===== config.mk =====
export PLATFORM = sky130hd
export DESIGN_NAME = gcd_lcm_pair_counter
export DESIGN_NICKNAME = d
export VERILOG_FILES = /design/src/sv/glpc_pkg.sv /design/src/sv/glpc_div.sv /design/src/sv/glpc_dp.sv /design/src/sv/glpc_ctrl.sv /design/src/sv/gcd_lcm_pair_counter.sv
export SDC_FILE = /design/constraint.sdc
export NUM_CORES = 1
export LEC_CHECK = 0
export CAP_MARGIN = 20
export CORE_ASPECT_RATIO = 1.4
export CORE_MARGIN = 4
export CORE_UTILIZATION = 38
export DETAILED_ROUTE_END_ITERATION = 8
export DONT_BUFFER_PORTS = 1
export PLACE_DENSITY = 0.63
export REMOVE_ABC_BUFFERS = 1
export SLEW_MARGIN = 15
export SYNTH_ARGS = -nofsm -noshare
export SYNTH_HDL_FRONTEND = slang
export SYNTH_SLANG_ARGS = --single-unit

===== constraint.sdc =====
create_clock -name clk -period 9.7 [get_ports clk]
set_input_delay 0.485 -clock clk [delete_from_list [all_inputs] [get_ports clk]]
set_output_delay 0.485 -clock clk [all_outputs]
set_load 0.01 [all_outputs]

===== src/sv/glpc_pkg.sv =====
package glpc_pkg;

  localparam int VALUE_BITS_DEF = 31;
  localparam int COUNT_W = 10;
  localparam int OUT_DATA_W = 16;

  typedef struct packed {
    logic load;
    logic div_start;
    logic div_sel_pd;
    logic p_from_quo;
    logic trial_init;
    logic d_next;
    logic cnt_dbl;
    logic cnt_clear;
    logic res_load;
  } cmd_t;

  typedef struct packed {
    logic x_zero;
    logic rem_zero;
    logic p_zero;
    logic p_gt1;
    logic sq_le_p;
    logic div_busy;
    logic div_done;
  } status_t;

endpackage


===== src/sv/glpc_div.sv =====
module glpc_div #(
  parameter int VALUE_BITS = glpc_pkg::VALUE_BITS_DEF
) (
  input  logic                  clk,
  input  logic                  rst,
  input  logic                  start,
  input  logic [VALUE_BITS-1:0] dividend,
  input  logic [VALUE_BITS-1:0] divisor,
  output logic                  busy,
  output logic                  done,
  output logic [VALUE_BITS-1:0] quotient,
  output logic [VALUE_BITS-1:0] remainder
);

  localparam int STEP_W = $clog2(VALUE_BITS);

  logic [STEP_W-1:0]     step;
  logic [VALUE_BITS-1:0] rem;
  logic [VALUE_BITS-1:0] quo;
  logic [VALUE_BITS-1:0] dvr;
  logic [VALUE_BITS:0]   trial;
  logic [VALUE_BITS:0]   diff;
  logic                  ge;

  assign trial = {rem, quo[VALUE_BITS-1]};
  assign diff  = trial - {1'b0, dvr};
  assign ge    = !diff[VALUE_BITS];

  always_ff @(posedge clk) begin
    if (rst) begin
      busy <= 1'b0;
      done <= 1'b0;
      step <= '0;
    end else begin
      done <= 1'b0;
      if (start) begin
        busy <= 1'b1;
        step <= '0;
      end else if (busy) begin
        if (step == STEP_W'(VALUE_BITS - 1)) begin
          busy <= 1'b0;
          done <= 1'b1;
        end
        step <= step + STEP_W'(1);
      end
    end
  end

  always_ff @(posedge clk) begin
    if (start) begin
      rem <= '0;
      quo <= dividend;
      dvr <= divisor;
    end else if (busy) begin
      rem <= ge ? diff[VALUE_BITS-1:0] : trial[VALUE_BITS-1:0];
      quo <= {quo[VALUE_BITS-2:0], ge};
    end
  end

  assign quotient  = quo;
  assign remainder = rem;

endmodule


===== src/sv/glpc_dp.sv =====
module glpc_dp #(
  parameter int VALUE_BITS = glpc_pkg::VALUE_BITS_DEF
) (
  input  logic                                 clk,
  input  logic                                 rst,
  input  glpc_pkg::cmd_t                       cmd,
  output glpc_pkg::status_t                    status,
  input  logic [((2*VALUE_BITS+7)/8)*8-1:0]    in_data,
  output logic [glpc_pkg::OUT_DATA_W-1:0]      out_data
);

  localparam int W  = VALUE_BITS;
  localparam int CW = glpc_pkg::COUNT_W;

  logic [W-1:0]    xr;
  logic [W-1:0]    yr;
  logic [W-1:0]    p;
  logic [W-1:0]    d;
  logic [2*W-1:0]  sq;
  logic [CW-1:0]   cnt;
  logic [CW-1:0]   res_cnt;
  logic            res_bad;
  logic [W-1:0]    div_n;
  logic [W-1:0]    div_d;
  logic [W-1:0]    quo;
  logic [W-1:0]    rem;
  logic            div_busy;
  logic            div_done;

  assign div_n = cmd.div_sel_pd ? p : yr;
  assign div_d = cmd.div_sel_pd ? d : xr;

  glpc_div #(.VALUE_BITS(W)) u_div (
    .clk       (clk),
    .rst       (rst),
    .start     (cmd.div_start),
    .dividend  (div_n),
    .divisor   (div_d),
    .busy      (div_busy),
    .done      (div_done),
    .quotient  (quo),
    .remainder (rem)
  );

  always_ff @(posedge clk) begin
    if (cmd.load) begin
      xr <= in_data[W-1:0];
      yr <= in_data[2*W-1:W];
    end
    if (cmd.p_from_quo) begin
      p <= quo;
    end
    if (cmd.trial_init) begin
      d  <= W'(2);
      sq <= (2*W)'(4);
    end else if (cmd.d_next) begin
      d  <= d + W'(1);
      sq <= sq + {{(W-1){1'b0}}, d, 1'b1};
    end
    if (cmd.cnt_clear) begin
      cnt <= '0;
    end else if (cmd.trial_init) begin
      cnt <= CW'(1);
    end else if (cmd.cnt_dbl) begin
      cnt <= cnt[CW-1] ? {CW{1'b1}} : {cnt[CW-2:0], 1'b0};
    end
    if (cmd.res_load) begin
      res_cnt <= cnt;
      res_bad <= (xr == '0);
    end
  end

  assign status.x_zero   = (xr == '0);
  assign status.rem_zero = (rem == '0);
  assign status.p_zero   = (p == '0);
  assign status.p_gt1    = (p > W'(1));
  assign status.sq_le_p  = (sq <= {{W{1'b0}}, p});
  assign status.div_busy = div_busy;
  assign status.div_done = div_done;

  assign out_data = {{(glpc_pkg::OUT_DATA_W - CW - 1){1'b0}}, res_bad, res_cnt};

endmodule


===== src/sv/glpc_ctrl.sv =====
module glpc_ctrl (
  input  logic              clk,
  input  logic              rst,
  input  logic              s_tvalid,
  output logic              s_tready,
  output logic              m_tvalid,
  input  logic              m_tready,
  input  glpc_pkg::status_t status,
  output glpc_pkg::cmd_t    cmd
);

  localparam logic [2:0] S_IDLE     = 3'd0;
  localparam logic [2:0] S_CHECK_X  = 3'd1;
  localparam logic [2:0] S_WAIT_XY  = 3'd2;
  localparam logic [2:0] S_CHECK_P  = 3'd3;
  localparam logic [2:0] S_LOOP     = 3'd4;
  localparam logic [2:0] S_START_PD = 3'd5;
  localparam logic [2:0] S_WAIT_PD  = 3'd6;
  localparam logic [2:0] S_FINISH   = 3'd7;

  logic [2:0] state;
  logic [2:0] state_next;
  logic       hit;
  logic       hit_next;
  logic       out_valid;

  assign s_tready = (state == S_IDLE);
  assign m_tvalid = out_valid;

  always_comb begin
    cmd        = '0;
    state_next = state;
    hit_next   = hit;
    case (state)
      S_IDLE: begin
        if (s_tvalid) begin
          cmd.load   = 1'b1;
          state_next = S_CHECK_X;
        end
      end
      S_CHECK_X: begin
        if (status.x_zero) begin
          cmd.cnt_clear = 1'b1;
          state_next    = S_FINISH;
        end else begin
          cmd.div_start = 1'b1;
          state_next    = S_WAIT_XY;
        end
      end
      S_WAIT_XY: begin
        if (status.div_done) begin
          if (status.rem_zero) begin
            cmd.p_from_quo = 1'b1;
            cmd.trial_init = 1'b1;
            hit_next       = 1'b0;
            state_next     = S_CHECK_P;
          end else begin
            cmd.cnt_clear = 1'b1;
            state_next    = S_FINISH;
          end
        end
      end
      S_CHECK_P: begin
        if (status.p_zero) begin
          cmd.cnt_clear = 1'b1;
          state_next    = S_FINISH;
        end else begin
          state_next = S_LOOP;
        end
      end
      S_LOOP: begin
        if (status.sq_le_p) begin
          cmd.div_start  = 1'b1;
          cmd.div_sel_pd = 1'b1;
          state_next     = S_WAIT_PD;
        end else begin
          cmd.cnt_dbl = status.p_gt1;
          state_next  = S_FINISH;
        end
      end
      S_START_PD: begin
        cmd.div_start  = 1'b1;
        cmd.div_sel_pd = 1'b1;
        state_next     = S_WAIT_PD;
      end
      S_WAIT_PD: begin
        if (status.div_done) begin
          if (status.rem_zero) begin
            cmd.p_from_quo = 1'b1;
            cmd.cnt_dbl    = !hit;
            hit_next       = 1'b1;
            state_next     = S_START_PD;
          end else begin
            cmd.d_next = 1'b1;
            hit_next   = 1'b0;
            state_next = S_LOOP;
          end
        end
      end
      S_FINISH: begin
        if (!out_valid || m_tready) begin
          cmd.res_load = 1'b1;
          state_next   = S_IDLE;
        end
      end
      default: begin
        state_next = S_IDLE;
      end
    endcase
  end

  always_ff @(posedge clk) begin
    if (rst) begin
      state     <= S_IDLE;
      hit       <= 1'b0;
      out_valid <= 1'b0;
    end else begin
      state <= state_next;
      hit   <= hit_next;
      if (cmd.res_load) begin
        out_valid <= 1'b1;
      end else if (m_tready) begin
        out_valid <= 1'b0;
      end
    end
  end

  a_start_idle_unit: assert property (@(posedge clk) disable iff (rst)
    cmd.div_start |-> !status.div_busy)
    else $error("divider started while busy");

  a_idle_no_div: assert property (@(posedge clk) disable iff (rst)
    (state == S_IDLE) |-> !status.div_busy)
    else $error("divider busy while idle");

  a_quo_after_done: assert property (@(posedge clk) disable iff (rst)
    cmd.p_from_quo |-> (status.div_done && status.rem_zero))
    else $error("quotient taken without an exact division");

  a_result_shown: assert property (@(posedge clk) disable iff (rst)
    cmd.res_load |=> m_tvalid)
    else $error("result loaded but not presented");

endmodule


===== src/sv/gcd_lcm_pair_counter.sv =====
// Input accept to m_tvalid: a zero gcd goes straight to the result, an lcm that is not a
// multiple of the gcd ends after one division, a zero lcm after that division and a check
// of the quotient; else one division follows by each trial divisor d (one per d with
// d*d <= quotient, plus one per exact division), so a large prime quotient takes longest.
// One transaction at a time on a shared bit-serial divider; the next input is accepted in the
// cycle after the result is loaded. Synchronous active-high reset idles with no result held.
module gcd_lcm_pair_counter #(
  parameter int VALUE_BITS = glpc_pkg::VALUE_BITS_DEF
) (
  input  logic                                 clk,
  input  logic                                 rst,
  input  logic                                 s_tvalid,
  output logic                                 s_tready,
  // Fields from bit 0: gcd_value, lcm_value, zero fill.
  input  logic [((2*VALUE_BITS+7)/8)*8-1:0]    s_tdata,
  output logic                                 m_tvalid,
  input  logic                                 m_tready,
  // Fields from bit 0: pair_count (10 bits), bad_divisor (1 bit), zero fill.
  output logic [glpc_pkg::OUT_DATA_W-1:0]      m_tdata
);

  glpc_pkg::cmd_t    cmd;
  glpc_pkg::status_t status;

  glpc_ctrl u_ctrl (
    .clk      (clk),
    .rst      (rst),
    .s_tvalid (s_tvalid),
    .s_tready (s_tready),
    .m_tvalid (m_tvalid),
    .m_tready (m_tready),
    .status   (status),
    .cmd      (cmd)
  );

  glpc_dp #(.VALUE_BITS(VALUE_BITS)) u_dp (
    .clk      (clk),
    .rst      (rst),
    .cmd      (cmd),
    .status   (status),
    .in_data  (s_tdata),
    .out_data (m_tdata)
  );

endmodule

==> results of run 1 <==
[logic make-up after synthesis]
group / synth area share, %
muxes: 3.69
buffers and inverters: 3.90
other: 0.0228
xor gates and xnor gates: 6.03
AOI/OAI and AO/OA: 15.2
DFF: 48.1
and+or+nand+nor: 15.5
adders and majority gates: 7.55
[path summary, 6_finish.rpt]
check / from / endpoint / slack, ns / cells past startpoint
setup / recovery: u_dp.p[29]$_DFFE_PP_ / u_dp.u_div.remainder[30]$_SDFFE_PP0P_ / 4.71 / 15
hold / removal: m_tready / u_ctrl.m_tvalid$_SDFFE_PP0P_ / 0.19 / 3
hold reg to reg: u_dp.u_div.quotient[20]$_DFFE_PP_ / u_dp.p[20]$_DFFE_PP_ / 0.43 / 0
setup reg to reg: u_dp.p[29]$_DFFE_PP_ / u_dp.u_div.remainder[30]$_SDFFE_PP0P_ / 4.71 / 15
[power by group]
group | leakage, nW | total [mW] | switching [mW] | internal, mW
Sequential | 2.72 | 1.86 | 0.153 | 1.71
Combinational | 4.19 | 1.43 | 0.819 | 0.610
Clock | 0.508 | 1.23 | 0.512 | 0.723
[placed cells by master (no fill, tap or decap), types with 45 or more instances in the layout]
| cell | instances |
|---|---|
| nand2_1 | 112 |
| ha_1 | 96 |
| inv_1 | 87 |
| dlygate4sd3_1 | 63 |
| xor2_1 | 58 |
| edfxtp_1 | 166 |
| o21ai_0 | 115 |
| nor3_1 | 45 |
| a21oi_1 | 109 |
| nor2_1 | 129 |
| xnor2_1 | 52 |
| dfxtp_1 | 145 |
[per-stage QoR]
step | util (%) | power [mW] | hold WS, ns
floorplan | - | 2.95 | 0.421
global placement | 40.0 | 3.26 | 0.425
detailed placement | 40.0 | 3.29 | 0.426
CTS | 43.9 | 4.56 | 0.171
global route | 43.9 | 4.82 | 0.192
finish | 43.9 | 4.53 | 0.187
[Yosys cell counts, types with 7 or more instances]
master    instances  area [µm²]
a211oi_1         30         225
a21o_1           45         338
a21oi_1         109         546
a31oi_1          13        81.3
and2_1           13        81.3
and3_1           19         119
and4_1            7        61.3
buf_1             9        33.8
buf_4             7        52.6
clkbuf_1         53         199
dfxtp_1         146        2920
edfxtp_1        166        4980
ha_1             96        1200
inv_1            87         327
mux2_2           29         327
mux2i_1          28         280
nand2_1         112         420
nand2b_1         15        93.8
nand3_1          34         170
nand4_1          35         219
nor2_1          131         492
nor2b_1          27         169
nor3_1           47         235
nor4_1           32         200
o21a_1           35         263
o21ai_0         116         581
o21bai_1          9        67.6
or3_1            11        68.8
xnor2_1          52         455
xor2_1           58         508
[flip-flops by register name (all words and copies together) (netlist names), 31 cells and up]
register,count
u_dp.xr,31
u_dp.u_div.quotient,31
u_dp.yr,31
u_dp.d,31
u_dp.u_div.remainder,31
u_dp.u_div.dvr,31
u_dp.sq,62
u_dp.p,31
[worst min-delay path, delay by kind of cell]
family	cells	cell delay, ns
AND/OR/NAND/NOR	3	0.22
[final cells by class]
type | instances | area (µm²)
fill | 3993 | 23800
multi-input combinational | 1182 | 7930
sequential | 312 | 7910
clock buffer | 46 | 898
timing repair buffer | 78 | 743
tap | 546 | 683
inverter | 88 | 330
clock inverter | 12 | 150
[repair_timing]
item                                   CTS  global route
hold buffers                            63             0
resized for setup                        0             0
endpoints found under the hold margin   74             0
[per-layer routing]
layer / up-vias / routed length, µm / global-route usage (%)
met5: - / 0 / 0
met4: 0 / 992 / 4.76
met3: 60 / 1280 / 1.82
met2: 184 / 19100 / 29.4
met1: 5764 / 15600 / 18.9
li1: 6099 / - / -
==> qor.yml, run 1 <==
grt:
  grt_pass1_wl_um: 61300
  grt_overflow: 0
  grt_max_degree: 97
  antenna_found_initial: 0
  grt_pass1_vias: 12149
  grt_usage_pct: 15.8
place:
  place_inst: 2143
  portBuffers: 0
  place_ws_ns: 4.69
  dp_hpwl_um: 26800
  dpl_cell_area_mm2: 0.0170
  gp_congestion: 0.853
timing:
  period_share_pct: 51.4
  rsz0062_at_grt: "no"
  hold_viol: 0
  fin_ws_ns: 4.71
  fin_crit_ns: 4.99
  fmax_mhz: 200
  setup_violations: 0
  worst-slew-pin-transition_ns: 0.977
  relSlewSlack_pct: 34.6
  skew_ns: 0.0252
  fin_tns_setup_ns: 0
  drv_slew: 0
synthesis:
  synthCells: 1649
  avgSynthCellArea_um2: 9.97
  synth_cell_type_count: 70
  synth.yosys.seq_area_share_pct: 48.1
  ys_async_sr_fraction_pct: 0
  ys.flop_type: "edfxtp_1"
  ys_seq_elements: 312
  synth_warnings: 0
  synth-edff-count: 166
  syn_area_mm2: 0.0164
drt:
  wl_um: 37000
  drt_first_iter_violations: 724
  dr_total_vias: 12107
  drc: 0
  wl_per_cell_um: 16.3
  dr.pass1.iters: 5
  viasPerCell: 5.35
  antenna_left: 0
critical_path:
  worst-setup-path-type: "reg2reg"
  cp_max_fo: 96
  crit_arrival_ns: 5.52
  path_common_cell: "buf_4"
  cpLargestDelayFamily: "buffers and inverters"
  startpoint_type: "flip-flop"
  slowest_stage: "buf_4"
  cp_cell_sequence: "inv_1, ha_1, nand4_1, or3_1, nor2_1, o41ai_1, nand2_1, a21o_2, buf_4, and2_1, buf_4, clkinv_1, buf_4, a2111o_1, nand2_1"
  critical_path_required_ns: 10.23
  cp_num_buf_inv: 5
  critPathMaxStageDelay_ns: 0.68
  setup.worst_path.end_class: "flip-flop"
clock_network:
  path_clk_slew_ns: 0.06
  ctsLongestPathBuffers: 3
  cts_setup_buffers: 0
  cts_root_buffer: "clkbuf_16"
  cts_htree_levels: 1
  clock_latency_ns: 0.59
  cts_buffers: 31
  cts.sinks: 312
  tritoncts: "built"
hold_path:
  hp-class: "in2reg"
flow_run:
  cap_violations: 0
die:
  start_util_pct: 38.7
  fp.dieH_um: 254
  die_width_um: 184
  die-area_mm2: 0.0467
  row_count: 89
  ioPinCount: 86
  coreArea_mm2: 0.0424
power_and_ir_drop:
  powerDensity_mw_per_mm2: 243
  peakVddDrop_v: 0.000145
  leakagePower_nw: 7.42
finish:
  n_antenna_cell: 0
  drive_gt1_share_pct: 6.52
  nets: 1859
  fin_cells: 2264
  area.growth.synth_to_final_pct: 13.4
  fin_area_mm2: 0.0186
run_status:
  status: "complete, no violations"
Note: power is estimated with default switching activity, not from simulation.
==> run 2, diff against run 1 <==
PLACE_DENSITY = 0.65   (was 0.63)
clock period = 4.4 ns   (was 9.7 ns; I/O delays follow)
==> qor.yml, run 2 (same netlist as run 1, synthesis figures left out) <==
drt:
  wl_per_cell_um: 16.4
  dr_total_vias: 12230
  drc: 0
  wl_um: 37400
  antenna_left: 0
  drt_first_iter_violations: 717
  viasPerCell: 5.37
  dr.pass1.iters: 5
grt:
  grt-busiest-layer: "met2"
  grt_usage_pct: 15.9
  grt_use_met2_pct: 28.9
  grt_overflow: 0
  antenna_found_initial: 1
  grt_pass1_wl_um: 61200
  met1_usage_pct: 18.7
  grt_pass1_vias: 12204
  grt_max_degree: 73
  global_route.usage.met3_pct: 2.29
hold_path:
  hold_path_end: "u_ctrl.state[0]$_SDFFE_PP0P_"
  hp-class: "in2reg"
  whs_path_depth: 4
  hp-start: "s_tvalid"
die:
  die-area_mm2: 0.0467
  die_width_um: 184
  start_util_pct: 38.7
  coreArea_mm2: 0.0424
  ioPinCount: 86
  fp.dieH_um: 254
  row_count: 89
critical_path:
  cp_cell_sequence: "inv_1, ha_1, a211oi_2, nor2_1, o41ai_2, nor4b_2, o21ai_1, a31o_2, a311o_4, xnor2_4, buf_16, buf_4, mux2i_1, a21oi_1"
  r2r_start: "u_dp.u_div.dvr[12]$_DFFE_PP_"
  crit_arrival_ns: 4.11
  critPathMaxStageDelay_ns: 0.42
  cp_num_buf_inv: 3
  cpLargestDelayFamily: "compound AO/OA/AOI/OAI gates"
  slowest_stage: "a311o_4"
  cp_max_fo: 21
  reg2reg_to: "u_dp.u_div.remainder[4]$_SDFFE_PP0P_"
  critical_path_required_ns: 4.78
  worst_r2r_path_depth: 14
  startpoint_type: "flip-flop"
  setup.worst_path.end_class: "flip-flop"
  reg2reg_slack_ns: 0.67
  worst-setup-path-type: "reg2reg"
timing:
  hold_viol: 0
  relSlewSlack_pct: 33.9
  setup_violations: 0
  fmax_mhz: 268
  skew_ns: 0.0141
  period_share_pct: 84.8
  rsz0062_at_grt: "no"
  drv_slew: 0
  fin_crit_ns: 3.73
  worst-slew-pin-transition_ns: 0.988
power_and_ir_drop:
  internal_power_mw: 6.92
  seq_power_share_pct: 39.9
  peakVddDrop_v: 0.000243
  leakagePower_nw: 7.51
  swShare_pct: 32.6
  power_frac_comb_pct: 31.9
  netSwitchingPower_mw: 3.35
  powerDensity_mw_per_mm2: 545
  total_power_mw: 10.3
  pwr-share-clk_pct: 28.2
clock_network:
  tritoncts: "built"
  cts.sinks: 312
  cts_root_buffer: "clkbuf_16"
  path_clk_slew_ns: 0.06
  cts_setup_buffers: 0
  clock_latency_ns: 0.53
  cts_htree_levels: 2
  cts_buffers: 34
  ctsLongestPathBuffers: 3
finish:
  top_register: "u_dp.sq"
  mostFrequentLayoutCells: "edfxtp_1, dfxtp_1, nor2_1"
  mostFrequentLayoutCell: "edfxtp_1"
  largest_reg_flops: 62
  drive_gt1_share_pct: 7.29
  area.growth.synth_to_final_pct: 14.6
  nets: 1869
  fin_area_mm2: 0.0188
flow_run:
  cap_violations: 0
run_status:
  status: "complete, no violations"
place:
  dp_hpwl_um: 27200
  dpl_cell_area_mm2: 0.0170
  portBuffers: 0
  gp_congestion: 0.875
==> run 2: cell types whose count changed in the layout (fill, tap and decap cells not counted), moves of 2 or more <==
cell       before  now
clkinv_4        0    3
clkbuf_8        2    0
clkinv_2        3    5
clkinv_1        2    5
inv_6           1    3
clkbuf_16      33   37
buf_4          15   18
clkbuf_1       10    4
==> run 2: final cells by class <==
cell class	count	area, µm²
multi-input cells	1182	7930
inverters	88	330
clock inverters	21	205
diodes	1	2.50
repair buffers	85	835
clock buffers	41	941
fillers	3911	23600
flip-flops and latches	312	7910
well taps	546	683
==> run 2: how the worst max path moves through the flow <==
stage                                               from  cells after the start                              endpoint  slack (ns)
floorplan           u_dp.u_div.remainder[7]$_SDFFE_PP0P_                      7              u_dp.sq[14]$_SDFFE_PP0P_       -2.24
global placement            u_dp.u_div.dvr[12]$_DFFE_PP_                     13  u_dp.u_div.remainder[4]$_SDFFE_PP0P_        0.34
detailed placement          u_dp.u_div.dvr[12]$_DFFE_PP_                     14  u_dp.u_div.remainder[4]$_SDFFE_PP0P_        0.72
CTS                         u_dp.u_div.dvr[12]$_DFFE_PP_                     14  u_dp.u_div.remainder[4]$_SDFFE_PP0P_        0.67
global route                u_dp.u_div.dvr[12]$_DFFE_PP_                     14  u_dp.u_div.remainder[5]$_SDFFE_PP0P_        0.48
finish                      u_dp.u_div.dvr[12]$_DFFE_PP_                     14  u_dp.u_div.remainder[4]$_SDFFE_PP0P_        0.67
==> run 2: what timing repair did <==
action                     4_1_cts  5_1_grt
setup endpoints to repair        0        0
hold endpoints to repair        74        0
hold buffers                    64        0
gates resized for setup          0        0
==> run 2: worst min-delay path: stages <==
cell and delay, ns:
nor3_1 0.02, a21oi_1 0.12, nor2_1 0.06, nor3_1 0.11
==> run 2: power groups by stage <==
stage / clock network, mW / logic (mW) / registers (mW)
3_3_place_gp: 0 / 3.09 / 4.14
2_1_floorplan: 0 / 2.43 / 4.07
4_1_cts: 2.98 / 3.28 / 4.09
3_5_place_dp: 0 / 3.21 / 4.15
5_1_grt: 3.09 / 3.67 / 4.15
6_report: 2.89 / 3.28 / 4.10
==> run 2: per-layer routing <==
layer | wire length (µm) | share of wire, %
met1 | 15400 | 41
met2 | 19200 | 51
met4 | 1360 | 3.6
met5 | 0 | 0
met3 | 1430 | 3.8
==> run 2: metrics by stage <==
stage          hold WS (ns)  instances  TNS [ns]  utilization [%]  worst slack [ns]
2_1_floorplan         0.289       1582   -161.52                -             -2.24
3_3_place_gp          0.289       2147         0             40.1             0.340
3_5_place_dp          0.290       2148         0             40.2             0.722
4_1_cts              0.0225       2274         0             44.4             0.666
5_1_grt              0.0935       2276         0             44.4             0.476
6_report             0.0485       2276         0             44.4             0.667
